**src/rtl/core/aes_encrypt_round_defines.svh**
```systemverilog
// Assertion macros shared by the round datapath.
// Both expect clk and rst in scope at the point of use.
`ifndef AES_ENCRYPT_ROUND_DEFINES_SVH
`define AES_ENCRYPT_ROUND_DEFINES_SVH

// Same-cycle implication, checked outside reset.
`define AESR_ASSERT_NOW(label, ante, cons, msg) \
  label: assert property (@(posedge clk) disable iff (rst) (ante) |-> (cons)) \
    else $error(msg);

// Next-cycle implication, checked outside reset.
`define AESR_ASSERT_NEXT(label, ante, cons, msg) \
  label: assert property (@(posedge clk) disable iff (rst) (ante) |=> (cons)) \
    else $error(msg);

`endif

```
**src/rtl/core/aesr_pkg.sv**
```systemverilog
`timescale 1ns / 1ps
`default_nettype none

package aesr_pkg;

  // 16 state bytes, byte 0 in bits 7:0, column-major
  typedef logic [15:0][7:0] block_t;

  localparam logic [7:0] REDUCE_POLY = 8'h1B;

  localparam logic [7:0] SBOX [256] = '{
    8'h63, 8'h7C, 8'h77, 8'h7B, 8'hF2, 8'h6B, 8'h6F, 8'hC5,
    8'h30, 8'h01, 8'h67, 8'h2B, 8'hFE, 8'hD7, 8'hAB, 8'h76,
    8'hCA, 8'h82, 8'hC9, 8'h7D, 8'hFA, 8'h59, 8'h47, 8'hF0,
    8'hAD, 8'hD4, 8'hA2, 8'hAF, 8'h9C, 8'hA4, 8'h72, 8'hC0,
    8'hB7, 8'hFD, 8'h93, 8'h26, 8'h36, 8'h3F, 8'hF7, 8'hCC,
    8'h34, 8'hA5, 8'hE5, 8'hF1, 8'h71, 8'hD8, 8'h31, 8'h15,
    8'h04, 8'hC7, 8'h23, 8'hC3, 8'h18, 8'h96, 8'h05, 8'h9A,
    8'h07, 8'h12, 8'h80, 8'hE2, 8'hEB, 8'h27, 8'hB2, 8'h75,
    8'h09, 8'h83, 8'h2C, 8'h1A, 8'h1B, 8'h6E, 8'h5A, 8'hA0,
    8'h52, 8'h3B, 8'hD6, 8'hB3, 8'h29, 8'hE3, 8'h2F, 8'h84,
    8'h53, 8'hD1, 8'h00, 8'hED, 8'h20, 8'hFC, 8'hB1, 8'h5B,
    8'h6A, 8'hCB, 8'hBE, 8'h39, 8'h4A, 8'h4C, 8'h58, 8'hCF,
    8'hD0, 8'hEF, 8'hAA, 8'hFB, 8'h43, 8'h4D, 8'h33, 8'h85,
    8'h45, 8'hF9, 8'h02, 8'h7F, 8'h50, 8'h3C, 8'h9F, 8'hA8,
    8'h51, 8'hA3, 8'h40, 8'h8F, 8'h92, 8'h9D, 8'h38, 8'hF5,
    8'hBC, 8'hB6, 8'hDA, 8'h21, 8'h10, 8'hFF, 8'hF3, 8'hD2,
    8'hCD, 8'h0C, 8'h13, 8'hEC, 8'h5F, 8'h97, 8'h44, 8'h17,
    8'hC4, 8'hA7, 8'h7E, 8'h3D, 8'h64, 8'h5D, 8'h19, 8'h73,
    8'h60, 8'h81, 8'h4F, 8'hDC, 8'h22, 8'h2A, 8'h90, 8'h88,
    8'h46, 8'hEE, 8'hB8, 8'h14, 8'hDE, 8'h5E, 8'h0B, 8'hDB,
    8'hE0, 8'h32, 8'h3A, 8'h0A, 8'h49, 8'h06, 8'h24, 8'h5C,
    8'hC2, 8'hD3, 8'hAC, 8'h62, 8'h91, 8'h95, 8'hE4, 8'h79,
    8'hE7, 8'hC8, 8'h37, 8'h6D, 8'h8D, 8'hD5, 8'h4E, 8'hA9,
    8'h6C, 8'h56, 8'hF4, 8'hEA, 8'h65, 8'h7A, 8'hAE, 8'h08,
    8'hBA, 8'h78, 8'h25, 8'h2E, 8'h1C, 8'hA6, 8'hB4, 8'hC6,
    8'hE8, 8'hDD, 8'h74, 8'h1F, 8'h4B, 8'hBD, 8'h8B, 8'h8A,
    8'h70, 8'h3E, 8'hB5, 8'h66, 8'h48, 8'h03, 8'hF6, 8'h0E,
    8'h61, 8'h35, 8'h57, 8'hB9, 8'h86, 8'hC1, 8'h1D, 8'h9E,
    8'hE1, 8'hF8, 8'h98, 8'h11, 8'h69, 8'hD9, 8'h8E, 8'h94,
    8'h9B, 8'h1E, 8'h87, 8'hE9, 8'hCE, 8'h55, 8'h28, 8'hDF,
    8'h8C, 8'hA1, 8'h89, 8'h0D, 8'hBF, 8'hE6, 8'h42, 8'h68,
    8'h41, 8'h99, 8'h2D, 8'h0F, 8'hB0, 8'h54, 8'hBB, 8'h16
  };

  // multiply by x in GF(2^8)
  function automatic logic [7:0] xtime(input logic [7:0] v);
    return {v[6:0], 1'b0} ^ (v[7] ? REDUCE_POLY : 8'h00);
  endfunction

endpackage

`default_nettype wire

```
**src/rtl/core/aesr_sub_shift.sv**
```systemverilog
`timescale 1ns / 1ps
`default_nettype none

// ShiftRows then SubBytes: row r rotates left by r columns
module aesr_sub_shift (
  input  aesr_pkg::block_t state,
  output aesr_pkg::block_t subbed
);

  for (genvar c = 0; c < 4; c++) begin : g_col
    for (genvar r = 0; r < 4; r++) begin : g_row
      assign subbed[c*4 + r] = aesr_pkg::SBOX[state[((c + r) % 4)*4 + r]];
    end
  end

endmodule

`default_nettype wire

```
**src/rtl/core/aesr_mix_add.sv**
```systemverilog
`timescale 1ns / 1ps
`default_nettype none

// MixColumns (bypassed on the last round) followed by AddRoundKey
module aesr_mix_add (
  input  aesr_pkg::block_t subbed,
  input  aesr_pkg::block_t key,
  input  logic             is_last,
  output aesr_pkg::block_t result
);

  aesr_pkg::block_t mixed;

  for (genvar c = 0; c < 4; c++) begin : g_col
    logic [7:0] a0, a1, a2, a3;
    logic [7:0] d0, d1, d2, d3;

    assign a0 = subbed[c*4];
    assign a1 = subbed[c*4 + 1];
    assign a2 = subbed[c*4 + 2];
    assign a3 = subbed[c*4 + 3];
    assign d0 = aesr_pkg::xtime(a0);
    assign d1 = aesr_pkg::xtime(a1);
    assign d2 = aesr_pkg::xtime(a2);
    assign d3 = aesr_pkg::xtime(a3);

    assign mixed[c*4]     = d0 ^ d1 ^ a1 ^ a2 ^ a3;
    assign mixed[c*4 + 1] = a0 ^ d1 ^ d2 ^ a2 ^ a3;
    assign mixed[c*4 + 2] = a0 ^ a1 ^ d2 ^ d3 ^ a3;
    assign mixed[c*4 + 3] = d0 ^ a0 ^ a1 ^ a2 ^ d3;
  end

  assign result = (is_last ? subbed : mixed) ^ key;

endmodule

`default_nettype wire

```
**src/rtl/core/aes_encrypt_round.sv**
```systemverilog
`timescale 1ns / 1ps
`default_nettype none

// One AES encryption round (aesenc / aesenclast behaviour).
// Input: raise start with the state, round key and is_last on the ports; the
// word is taken at the clock edge where start is high and busy is low.
// busy is high only while rst is held, so outside reset a word can be
// taken on every cycle.
// Output: done is high for exactly one cycle with result_low/result_high.
// The receiver has no back-pressure and must take the word in that cycle.
// Path: the word passes the input register, then the result register; done
// is registered alongside the result word.
// Throughput: one word per cycle, set by the single
// S-box / MixColumns / key-add path between the two registers.
// Reset: synchronous on rst; clears the valid flags so no done is raised
// for words in flight. The data registers are not reset.
// State and key bytes are column-major, byte 0 in bits 7:0 of the low half.
module aes_encrypt_round (
  input  logic        clk,
  input  logic        rst,
  input  logic        start,
  output logic        busy,
  input  logic [63:0] state_low,
  input  logic [63:0] state_high,
  input  logic [63:0] key_low,
  input  logic [63:0] key_high,
  input  logic        is_last,
  output logic        done,
  output logic [63:0] result_low,
  output logic [63:0] result_high
);

  `include "aes_encrypt_round_defines.svh"

  logic             accept;
  logic             in_valid;
  aesr_pkg::block_t in_state;
  aesr_pkg::block_t in_key;
  logic             in_last;
  aesr_pkg::block_t subbed;
  aesr_pkg::block_t round_out;
  aesr_pkg::block_t res;

  assign busy   = rst;
  assign accept = start && !busy;

  always_ff @(posedge clk) begin
    if (rst) begin
      in_valid <= 1'b0;
      done     <= 1'b0;
    end else begin
      in_valid <= accept;
      done     <= in_valid;
    end
  end

  always_ff @(posedge clk) begin
    if (accept) begin
      in_state <= {state_high, state_low};
      in_key   <= {key_high, key_low};
      in_last  <= is_last;
    end
    if (in_valid) begin
      res <= round_out;
    end
  end

  aesr_sub_shift u_sub_shift (
    .state  (in_state),
    .subbed (subbed)
  );

  aesr_mix_add u_mix_add (
    .subbed  (subbed),
    .key     (in_key),
    .is_last (in_last),
    .result  (round_out)
  );

  assign result_low  = res[7:0];
  assign result_high = res[15:8];

  `AESR_ASSERT_NEXT(a_accept_flows, accept, in_valid, "accepted word lost before datapath")
  `AESR_ASSERT_NEXT(a_done_follows, in_valid, done, "datapath word gave no done")
  `AESR_ASSERT_NOW(a_done_cause, done, $past(accept, 2), "done without a word taken")

endmodule

`default_nettype wire

```
**config.mk**
```make
export PLATFORM = sky130hd
export DESIGN_NAME = aes_encrypt_round
export DESIGN_NICKNAME = d
export VERILOG_FILES = /design/src/rtl/core/aesr_pkg.sv /design/src/rtl/core/aesr_sub_shift.sv /design/src/rtl/core/aesr_mix_add.sv /design/src/rtl/core/aes_encrypt_round.sv
export VERILOG_INCLUDE_DIRS = /design/src /design/src/rtl/core
export SDC_FILE = /design/constraint.sdc
export NUM_CORES = 2
export LEC_CHECK = 0
export ABC_AREA = 1
export ABC_CLOCK_PERIOD_IN_PS = 24500
export BUFFER_PORTS_ARGS = -buffer_cell sky130_fd_sc_hd__buf_2
export CAP_MARGIN = 20
export CORE_UTILIZATION = 35
export CTS_CLUSTER_SIZE = 20
export DETAILED_ROUTE_END_ITERATION = 7
export SYNTH_ARGS = -nofsm -noshare
export SYNTH_HDL_FRONTEND = slang
export SYNTH_SLANG_ARGS = --single-unit
```
**constraint.sdc**
```tcl
create_clock -name clk -period 24.5 [get_ports clk]
set_input_delay 2.45 -clock clk [delete_from_list [all_inputs] [get_ports clk]]
set_output_delay 2.45 -clock clk [all_outputs]
set_load 0.02 [all_outputs]
```
==> reports/results.ini <==
[run_status]
status=complete, but fails checks
violations=DRC

[clock_network]
ctsHoldBuffers=0
post_cts_buffers=0
ctsResizeCount=0
cts_tree=yes
clk_pin_slew_ns=0.07
cts-root-buf=clkbuf_16
clk-insertion-delay-late_ns=0.76
clkSinkCount=387
cts_buffers=56
htree_levels=2
cts_buffer_depth=3

[synth]
ys_types=42
synth_warnings=0
synthCells=14200
ys_async_sr_fraction_pct=0
synth_edf_count=385
ys_ff_latch=387
syn_nets=14700
syn_area_per_cell_um2=5.19
ys.flop_type=edfxtp_1
ys_seq_area_share_pct=15.7
netlist_area_um2=73800

[worst_setup_path]
cp_max_fo=4
cp_slowest_cell=buf_2
cp_common_cell=buf_2
worstPathArrival_ns=2.75
cp_top_family=buffers and inverters
cp-start-kind=input port
cp.required_ns=22.05
slowest_delay_ns=0.17
critical_path_buf_inv_count=2
setup.worst_path.class=input port to output pin
worstPathCellList=buf_2 > buf_2
end_kind=output pin

[global_routing]
grt.overflow.total=0
grt_antenna_before_repair=11
grt_pass1_vias=89100
grt_pass1_wl_um=566000
grtUsageTotal_pct=34.2
grt_max_degree=128

[detailed_routing]
wl_met3_um=46600
num_vias=100000
route.met2.wl_um=159000
wirelength_um=382000
first_pass_iters=8
wl_per_cell_um=22.6
highest_layer=met5
ant_nets=0
via_per_inst=5.95
drc_errors=2
wl_met1_um=153000
drtIter0Drc=17700

[pwr]
ir_worst_vdd_uv=62.4
power_mw=4.16
power.density_nw_per_um2=52.9
p_leak_nw=41.3

[finish]
register_area_um2=11600
multiInputGateArea_um2=55300
layout-drive-gt1-share_pct=5.89
area_growth_pct=6.35
nets=14500
fill_cells=24100

[timing]
clock.fmax_mhz=192
maxSlewHeadroom_pct=18.8
tightest_slew_ns=1.21
setup_tns_ns=0
slew_violations=0
fin_crit_sh_pct=21.2
period_minus_slack_ns=5.20
rsz0062_at_grt=no
setup_violations=0
finalWorstSetupSlack_ns=19.30
hold_violations=0
skew_ns=0.0608

[floorplanning]
core_um2=210000
die_h_um=461
rows=168
die_w_um=461
ios=390
die_area_um2=213000
initial_utilization_pct=35.2

[placed_design]
hpwl_um=276000
portBuffers=389
pre_cts_slack_ns=19.30
gp_congestion=1.05

[worst_hold_path]
hold_class=flip-flop to flip-flop

[flow_run]
maxCapViolCount=0

worst paths after layout:
kind	startpoint	end	slack (ns)	cells after the start
worst max-delay path	rst	busy	19.30	2
worst min-delay path	in_key[64]	result_high[0]	0.53	2
worst max register to register	in_state[1]	result_low[13]	19.74	19
worst min register to register	in_key[64]	result_high[0]	0.53	2
Yosys cell counts, types with 13 or more instances:
library cell  number  share of area, %
nand2_1         6167                31
nand3_1         3726                25
inv_1            759               3.9
nor2_1           712               3.6
o21ai_0          486               3.3
edfxtp_1         385                16
a21oi_1          365               2.5
buf_2            313               2.1
ha_1             242               4.1
clkbuf_1         233               1.2
o211ai_1         190               1.9
buf_1            163              0.83
buf_4             75              0.76
nand2_2           69              0.58
inv_2             62              0.32
nand3b_1          45              0.46
nor2_2            28              0.24
a31oi_1           27              0.23
nand4_1           26              0.22
o21ai_1           21              0.14
buf_6             20              0.30
xnor2_1           18              0.21
or2_2             14              0.12
nor3_1            13             0.088
routing by layer:
metal  track usage [%]  vias to the layer above
met1              46.6                    45300
met5                 0                        -
met2              50.4                     7267
met4              18.2                        2
li1                  -                    46700
met3              6.50                     1241
area by class of cell:
class / count / area share (%)
inverters: 832 / 3.98
multi-input cells: 12200 / 70.4
flip-flops and latches: 387 / 14.8
clock buffers: 60 / 1.80
repair buffers: 545 / 4.01
well taps: 2805 / 4.47
clock inverters: 44 / 0.553
diodes: 5 / 0.0159
cells by family after synthesis:
logic type	Yosys count	synth area share, %
buffers and inverters	1638	9.44
AOI/OAI and AO/OA	1117	8.37
and+or+nand+nor	10800	62.0
xor gates and xnor gates	29	0.344
adders and majority gates	242	4.10
DFF	387	15.7
where the power goes:
group | switching, mW | total (mW) | internal (mW)
clock network | 0.386 | 0.847 | 0.461
registers | 0.0569 | 0.864 | 0.807
logic | 1.79 | 2.44 | 0.659
total | 2.23 | 4.16 | 1.93
worst min-delay path: cells and delay by family, from the launching register on:
family,cells,cell delay [ns]
DFF,1,0.34
and+or+nand+nor,2,0.10
state kept, by name, summed over array words and instances (netlist names):
register / cells
in_last: 1
result_low: 64
done: 1
result_high: 64
in_valid: 1
in_key: 128
in_state: 128
cell usage in the layout, fill, tap and decap left out, drive strengths merged:
master and instances:
and2 2, clkbuf 60, o211ai 190, xor2 11, ha 242, diode 5, nor2 741, o2111ai 1
nand4 26, nand3b 45, a31oi 27, clkinv 35, xnor2 18, bufinv 3, a21oi 372, o22ai 9
nor3 13, nand3 3729, inv 833, a211oi 2, buf 545, o31ai 5, o21ai 509, edfxtp 385
clkinvlp 5, o21bai 1, dfxtp 2, nand2 6238, or2 15, o221ai 1
through the flow:
stage / hold WS (ns) / instances / instance area (um2) / util [%]
after floorplan: 0.503 / 14200 / 73800 / -
after CTS: 0.535 / 16900 / 78500 / 37.5
after global placement: 0.515 / 16800 / 76600 / 36.6
final: 0.533 / 16900 / 78500 / 37.5
after detailed placement: 0.520 / 16800 / 76600 / 36.6
after global routing: 0.566 / 16900 / 78500 / 37.5
(Power assumes the default switching activity.)
